<file path="src/hdl/spq_pkg.sv">
`default_nettype none

package spq_pkg;

  localparam int unsigned CAPACITY    = 16;
  localparam int unsigned VALUE_WIDTH = 32;
  localparam int unsigned IDX_W = (CAPACITY > 1) ? $clog2(CAPACITY) : 1;
  localparam int unsigned CNT_W = $clog2(CAPACITY + 1);

  localparam logic [1:0] LVL_SERIOUS = 2'd1;
  localparam logic [1:0] LVL_MEDIUM  = 2'd2;
  localparam logic [1:0] LVL_GENERAL = 2'd3;
  localparam logic [1:0] LVL_NONE    = 2'd0;

  typedef enum logic {
    FUNC_ENQ = 1'b0,
    FUNC_DEQ = 1'b1
  } func_e;

  typedef enum logic [1:0] {
    STS_OK    = 2'd0,
    STS_EMPTY = 2'd1,
    STS_FULL  = 2'd2
  } status_e;

  typedef enum logic [2:0] {
    ST_IDLE,
    ST_ENQ,
    ST_ENQ_HEAD,
    ST_DEQ_HEAD,
    ST_DEQ_SHIFT
  } state_e;

  typedef struct packed {
    logic               func;
    logic signed [31:0] item_value;
    logic [1:0]         item_level;
  } in_t;

  typedef struct packed {
    logic [1:0]         status;
    logic signed [31:0] out_value;
    logic [1:0]         out_level;
    logic [4:0]         occupancy;
  } out_t;

  typedef struct packed {
    logic [1:0]             level;
    logic [VALUE_WIDTH-1:0] value;
  } entry_t;

  typedef struct packed {
    logic             we;
    logic [IDX_W-1:0] waddr;
    entry_t           wdata;
    logic             re;
    logic [IDX_W-1:0] raddr;
  } ram_req_t;

endpackage

`default_nettype wire

</file>
<file path="src/hdl/spq_ram.sv">
`default_nettype none

module spq_ram (
  input  logic              clk_i,
  input  spq_pkg::ram_req_t req_i,
  output spq_pkg::entry_t   rd_data_o
);
  import spq_pkg::*;

  entry_t mem_q [CAPACITY];
  entry_t rd_data_q;

  always_ff @(posedge clk_i) begin
    if (req_i.we) begin
      mem_q[req_i.waddr] <= req_i.wdata;
    end
    if (req_i.re) begin
      rd_data_q <= mem_q[req_i.raddr];
    end
  end

  assign rd_data_o = rd_data_q;

endmodule

`default_nettype wire

</file>
<file path="src/hdl/stable_priority_queue.sv">
// Full-store enqueue, empty-store dequeue and enqueue into an empty store: result registered
// in the cycle after acceptance. Other enqueues move each less urgent entry back one slot;
// dequeue moves each entry behind the head forward. One entry moves per cycle through the
// single read and single write port of the slot memory, on enqueue compared against the new
// level by one shared comparator. The next transaction is accepted in the cycle a result is taken.
// Reset (asynchronous, active low) empties the queue; slot contents are not cleared.
`default_nettype none

module stable_priority_queue (
  input  logic          clk_i,
  input  logic          rst_ni,
  input  logic          in_valid_i,
  output logic          in_ready_o,
  input  spq_pkg::in_t  in_i,
  output logic          out_valid_o,
  input  logic          out_ready_i,
  output spq_pkg::out_t out_o
);
  import spq_pkg::*;

  state_e           state_q, state_d;
  logic [CNT_W-1:0] count_q, count_d;
  logic [IDX_W-1:0] idx_q, idx_d;
  entry_t           new_q, new_d;
  entry_t           head_q, head_d;
  logic             out_valid_q, out_valid_d;
  out_t             out_q, out_d;

  ram_req_t         ram_req;
  entry_t           rd_data;
  entry_t           in_entry;
  logic             in_fire;

  spq_ram u_ram (
    .clk_i     (clk_i),
    .req_i     (ram_req),
    .rd_data_o (rd_data)
  );

  assign in_ready_o  = (state_q == ST_IDLE) && (!out_valid_q || out_ready_i);
  assign in_fire     = in_valid_i && in_ready_o;
  assign out_valid_o = out_valid_q;
  assign out_o       = out_q;

  // A level of zero is taken as general.
  assign in_entry.level = (in_i.item_level == LVL_NONE) ? LVL_GENERAL : in_i.item_level;
  assign in_entry.value = VALUE_WIDTH'($unsigned(in_i.item_value));

  always_ff @(posedge clk_i or negedge rst_ni) begin
    if (!rst_ni) begin
      state_q     <= ST_IDLE;
      count_q     <= '0;
      out_valid_q <= 1'b0;
    end else begin
      state_q     <= state_d;
      count_q     <= count_d;
      out_valid_q <= out_valid_d;
    end
  end

  always_ff @(posedge clk_i) begin
    idx_q  <= idx_d;
    new_q  <= new_d;
    head_q <= head_d;
    out_q  <= out_d;
  end

  always_comb begin
    logic    fin;
    status_e fin_status;
    entry_t  fin_entry;

    fin         = 1'b0;
    fin_status  = STS_OK;
    fin_entry   = '0;
    state_d     = state_q;
    count_d     = count_q;
    idx_d       = idx_q;
    new_d       = new_q;
    head_d      = head_q;
    ram_req     = '0;
    out_valid_d = out_valid_q && !out_ready_i;
    out_d       = out_q;

    unique case (state_q)
      ST_IDLE: begin
        if (in_fire) begin
          new_d = in_entry;
          if (in_i.func == FUNC_ENQ) begin
            if (count_q >= CNT_W'(CAPACITY)) begin
              fin        = 1'b1;
              fin_status = STS_FULL;
            end else if (count_q == '0) begin
              ram_req.we    = 1'b1;
              ram_req.waddr = '0;
              ram_req.wdata = in_entry;
              count_d       = CNT_W'(1);
              fin           = 1'b1;
            end else begin
              idx_d         = IDX_W'(count_q);
              ram_req.re    = 1'b1;
              ram_req.raddr = IDX_W'(count_q - CNT_W'(1));
              state_d       = ST_ENQ;
            end
          end else begin
            if (count_q == '0) begin
              fin        = 1'b1;
              fin_status = STS_EMPTY;
            end else begin
              ram_req.re    = 1'b1;
              ram_req.raddr = '0;
              state_d       = ST_DEQ_HEAD;
            end
          end
        end
      end

      // Walk from the back: each stored entry less urgent than the new one moves back a slot.
      ST_ENQ: begin
        ram_req.we    = 1'b1;
        ram_req.waddr = idx_q;
        if (rd_data.level <= new_q.level) begin
          ram_req.wdata = new_q;
          count_d       = count_q + CNT_W'(1);
          fin           = 1'b1;
        end else begin
          ram_req.wdata = rd_data;
          if (idx_q == IDX_W'(1)) begin
            state_d = ST_ENQ_HEAD;
          end else begin
            ram_req.re    = 1'b1;
            ram_req.raddr = idx_q - IDX_W'(2);
            idx_d         = idx_q - IDX_W'(1);
          end
        end
      end

      ST_ENQ_HEAD: begin
        ram_req.we    = 1'b1;
        ram_req.waddr = '0;
        ram_req.wdata = new_q;
        count_d       = count_q + CNT_W'(1);
        fin           = 1'b1;
      end

      ST_DEQ_HEAD: begin
        head_d = rd_data;
        if (count_q == CNT_W'(1)) begin
          count_d   = '0;
          fin       = 1'b1;
          fin_entry = rd_data;
        end else begin
          ram_req.re    = 1'b1;
          ram_req.raddr = IDX_W'(1);
          idx_d         = '0;
          state_d       = ST_DEQ_SHIFT;
        end
      end

      // Each remaining entry moves forward one slot.
      ST_DEQ_SHIFT: begin
        ram_req.we    = 1'b1;
        ram_req.waddr = idx_q;
        ram_req.wdata = rd_data;
        if ((CNT_W'(idx_q) + CNT_W'(2)) == count_q) begin
          count_d   = count_q - CNT_W'(1);
          fin       = 1'b1;
          fin_entry = head_q;
        end else begin
          ram_req.re    = 1'b1;
          ram_req.raddr = idx_q + IDX_W'(2);
          idx_d         = idx_q + IDX_W'(1);
        end
      end

      default: begin
        state_d = ST_IDLE;
      end
    endcase

    if (fin) begin
      state_d         = ST_IDLE;
      out_valid_d     = 1'b1;
      out_d.status    = fin_status;
      out_d.out_value = 32'(fin_entry.value);
      out_d.out_level = fin_entry.level;
      out_d.occupancy = 5'(count_d);
    end
  end

`ifndef SYNTHESIS
  a_count_bound: assert property (@(posedge clk_i) disable iff (!rst_ni)
    count_q <= CNT_W'(CAPACITY))
    else $error("entry count exceeds capacity");

  a_busy_no_result: assert property (@(posedge clk_i) disable iff (!rst_ni)
    (state_q != ST_IDLE) |-> !out_valid_q)
    else $error("result pending while a transaction is in progress");

  a_occ_matches: assert property (@(posedge clk_i) disable iff (!rst_ni)
    out_valid_q |-> (out_q.occupancy == 5'(count_q)))
    else $error("reported occupancy differs from the entry count");

  a_empty_deq: assert property (@(posedge clk_i) disable iff (!rst_ni)
    (in_fire && (in_i.func == FUNC_DEQ) && (count_q == '0))
      |=> (out_valid_q && (out_q.status == STS_EMPTY)))
    else $error("dequeue on an empty queue did not report empty");
`endif

endmodule

`default_nettype wire
</file>
<file path="config.mk">
export PLATFORM = sky130hd
export DESIGN_NAME = stable_priority_queue
export DESIGN_NICKNAME = d
export VERILOG_FILES = /design/src/hdl/spq_pkg.sv /design/src/hdl/spq_ram.sv /design/src/hdl/stable_priority_queue.sv
export SDC_FILE = /design/constraint.sdc
export NUM_CORES = 1
export LEC_CHECK = 0
export BUFFER_PORTS_ARGS = -buffer_cell sky130_fd_sc_hd__clkbuf_2
export CORE_ASPECT_RATIO = 0.75
export CORE_MARGIN = 3
export CORE_UTILIZATION = 51
export DETAILED_ROUTE_END_ITERATION = 8
export GPL_TIMING_DRIVEN = 1
export PLACE_DENSITY_LB_ADDON = 0.3
export SLEW_MARGIN = 20
export SYNTH_ARGS = -nofsm -noshare
export SYNTH_HDL_FRONTEND = slang
export SYNTH_SLANG_ARGS = --single-unit
</file>
<file path="constraint.sdc">
create_clock -name clk_i -period 9.5 [get_ports clk_i]
set_clock_uncertainty 0.15 [all_clocks]
set_input_delay 0.475 -clock clk_i [delete_from_list [all_inputs] [get_ports clk_i]]
set_output_delay 0.475 -clock clk_i [all_outputs]
set_load 0.05 [all_outputs]
</file>
==> impl_metrics.json <==
{
  "swShare": 0.393,
  "min_to": "out_valid_o",
  "num_vias": 16220,
  "stdcell_count": 2595,
  "postCtsHoldBufs": 33,
  "cp-end-kind": "flop",
  "path_clk_slew_ns": 0.07,
  "routedWlPerCell_um": 26.1,
  "dpl.hpwl_um": 33700,
  "synth_area_sq_um": 28100,
  "grt_pass1_wl_um": 102000,
  "cp_num_buf_inv": 2,
  "antenna_found_initial": 1,
  "clock_sinks": 700,
  "cts_setup_buffers": 0,
  "cts_tree": "done",
  "design.core.area_sq_um": 53800,
  "final_util": 0.590,
  "start_util": 0.523,
  "dp_cells": 2452,
  "internal_power_uw": 7530,
  "first_iter_violations": 1973,
  "synthArstFlopShare": 0.0129,
  "worstPathRequired_ns": 9.70,
  "whs_path_depth": 3,
  "synth_top_cell_by_area": "edfxtp_1",
  "p_switching_uw": 4870,
  "synthToLayoutAreaGrowth_pct": 12.8,
  "yosys_warnings": 0,
  "regArea_sq_um": 21000,
  "crit_path_max_fanout": 77,
  "synth_edf_count": 691,
  "cts_made_buffers": 61,
  "ios": 82,
  "root_buffer": "clkbuf_16",
  "synth.avg_cell_area_sq_um": 16.3,
  "p_leak_uw": 0.0114,
  "grt_usage": 0.231,
  "crit_type": "reg2reg",
  "worstHoldPathType": "in2reg",
  "slowest_delay_ns": 0.84,
  "syn-num-nets": 1781,
  "setup_viol_count_final": 0,
  "min-delay-start": "out_ready_i",
  "maxCapViolations": 0,
  "synth_seq_area_share": 0.746,
  "placementRows": 73,
  "die_w_um": 277,
  "synth_cells": 1730,
  "fp.dieArea_sq_um": 58000,
  "cpLargestDelayFamily": "compound AO/OA/AOI/OAI gates",
  "chipHeight_um": 209,
  "startpoint_type": "flop",
  "yosys_most_used_dff": "edfxtp_1",
  "layout-drive-gt1-share": 0.161,
  "power-per-cell-area_nw_per_um2": 391,
  "drtAntennaViolNets": 0,
  "status": "completed",
  "finalWirelength_um": 67800,
  "cpMaxStageDelayCell": "buf_4",
  "htree_levels": 2,
  "worst_hold_slack_ns": 0.0462,
  "pwr-share-clk": 0.202,
  "finalCriticalPeriod_ns": 4.87,
  "critical_path.reg2reg.startpoint": "idx_q[1]",
  "synth_top_area_frac": 0.738,
  "rsz0062_at_grt": "no",
  "reg2reg_depth": 11,
  "synth_area_leaders": "edfxtp_1, mux2i_1, mux2_2",
  "worst_skew_pair.late_latency_ns": 0.63,
  "slew_headroom": 0.258,
  "multiInputGateArea_sq_um": 6620,
  "routabilityCongestion": 0.847,
  "worstMarginPinSlew_ns": 1.11,
  "grt_max_degree": 156,
  "grt_pass1_vias": 15771,
  "p_comb_frac": 0.400,
  "first_pass_iters": 6,
  "drc_errors": 0,
  "via_per_inst": 6.25,
  "n_fill_cell": 3907,
  "reg2reg_slack_ns": 4.63,
  "sequentialPowerShare": 0.397,
  "peakVddDrop_uv": 407,
  "slew_viol_final": 0,
  "layout.nets": 1887,
  "synth_cell_type_count": 69,
  "finalCritPeriodShare": 0.513,
  "final.setup.tns_ns": 0,
  "max_freq_mhz": 205,
  "r2r-end": "u_ram.rd_data_o[31]",
  "ys_seq_elements": 700,
  "finalHoldViolations": 0,
  "arrival_ns": 5.08,
  "clock_path_buffers": 3,
  "num_antenna_cells": 0,
  "path_cells": "inv_1 > ha_1 > xnor2_1 > a311oi_2 > a21o_2 > o2bb2ai_4 > buf_4 > mux2i_1 > mux2_2 > o32ai_1 > a221o_1",
  "numPortBuffers": 81,
  "cts-resized-gates": 0,
  "grt_overflow": 0
}
==> worst min-delay path, stage by stage <==
cell and delay [ns]:
clkbuf_2 0.07, nand2b_1 0.15, nand2b_1 0.07
==> placed cells by master, fill, tap and decap left out, types with 9 or more instances in the layout <==
| cell type | instances |
|---|---|
| a31oi_1 | 14 |
| nor2_1 | 16 |
| o22ai_1 | 10 |
| a211oi_1 | 24 |
| edfxtp_1 | 691 |
| dlygate4sd3_1 | 33 |
| nand4_1 | 27 |
| a22o_1 | 34 |
| clkbuf_16 | 63 |
| a221o_1 | 28 |
| ha_1 | 12 |
| clkinv_2 | 9 |
| nand2_1 | 110 |
| clkinv_1 | 12 |
| a221oi_1 | 23 |
| clkbuf_1 | 11 |
| clkbuf_2 | 81 |
| nand3_1 | 95 |
| dfrtp_1 | 9 |
| a21oi_1 | 81 |
| nor2b_1 | 37 |
| nor2_4 | 17 |
| a222oi_1 | 34 |
| inv_1 | 47 |
| buf_4 | 38 |
| mux2_2 | 51 |
| mux2i_1 | 144 |
==> registers in the layout, summed over array words and instances (netlist names) <==
name / cells
state_q: 3
u_ram.rd_data_o: 34
head_q: 34
new_q: 34
u_ram.mem_q: 544
out_valid_o: 1
idx_q: 4
out_o: 41
count_q: 5
==> synth_stat cells (24+ instances only) <==
cell type,n
nand2_1,110
nor2_1,33
mux2i_1,144
a22o_1,34
nand4_1,27
a222oi_1,34
edfxtp_1,691
inv_1,48
a211oi_1,24
clkbuf_1,51
a221o_1,28
mux2_2,51
a21oi_1,82
buf_2,37
nor2b_1,37
nand3_1,95
==> power groups by stage <==
stage	clock (uW)	sequential [uW]	combinational (uW)
4_1_cts	2550	4920	4950
2_1_floorplan	0	5170	3330
3_5_place_dp	0	4980	4910
5_1_grt	2670	4980	5350
6_report	2510	4930	4970
3_3_place_gp	0	4970	4810
==> worst max-delay path by stage <==
stage / cells after the start / slack, ns / endpoint / start
2_1_floorplan: 8 / 4.66 / u_ram.mem_q[4][0] / out_valid_o
3_3_place_gp: 11 / 4.89 / u_ram.rd_data_o[17] / idx_q[1]
3_5_place_dp: 11 / 4.71 / u_ram.rd_data_o[29] / idx_q[1]
4_1_cts: 11 / 4.68 / u_ram.rd_data_o[31] / idx_q[1]
5_1_grt: 11 / 4.36 / u_ram.rd_data_o[0] / idx_q[1]
6_report: 11 / 4.63 / u_ram.rd_data_o[31] / idx_q[1]
==> through the flow <==
| stage | instance area [sq um] | power, uW | setup WS, ns |
|---|---|---|---|
| after CTS | 31700 | 12400 | 4.68 |
| after detailed placement | 29400 | 9890 | 4.71 |
| after global placement | 29400 | 9770 | 4.89 |
| final | 31700 | 12400 | 4.63 |
| after global routing | 31700 | 13000 | 4.36 |
| after floorplan | 28100 | 8500 | 4.66 |
==> cells by family (layout without fill, tap and decap cells) <==
kind of cell,Yosys count,in the layout,share of synthesized area
AOI/OAI and AO/OA,309,309,0.0856
xor gates and xnor gates,11,11,0.00343
adders and majority gates,12,12,0.00534
buffers and inverters,158,311,0.0270
DFF,700,700,0.746
muxes,195,195,0.0717
and+or+nand+nor,345,345,0.0612
==> final cells by class <==
cell class,instances,share of cell area
clock buffers,77,0.0523
clock inverters,33,0.0114
inverters,48,0.00568
multi-input cells,872,0.209
flip-flops and latches,700,0.661
well taps,712,0.0281
repair buffers,153,0.0328
==> layer usage <==
metal	vias up	share of wire	GRT usage
met5	-	0.00013	0
met4	2	0.023	0.0612
met3	112	0.096	0.0389
met2	865	0.44	0.345
met1	8155	0.44	0.354
li1	7086	-	-
No activity file was read; power rests on OpenSTA's default activity.
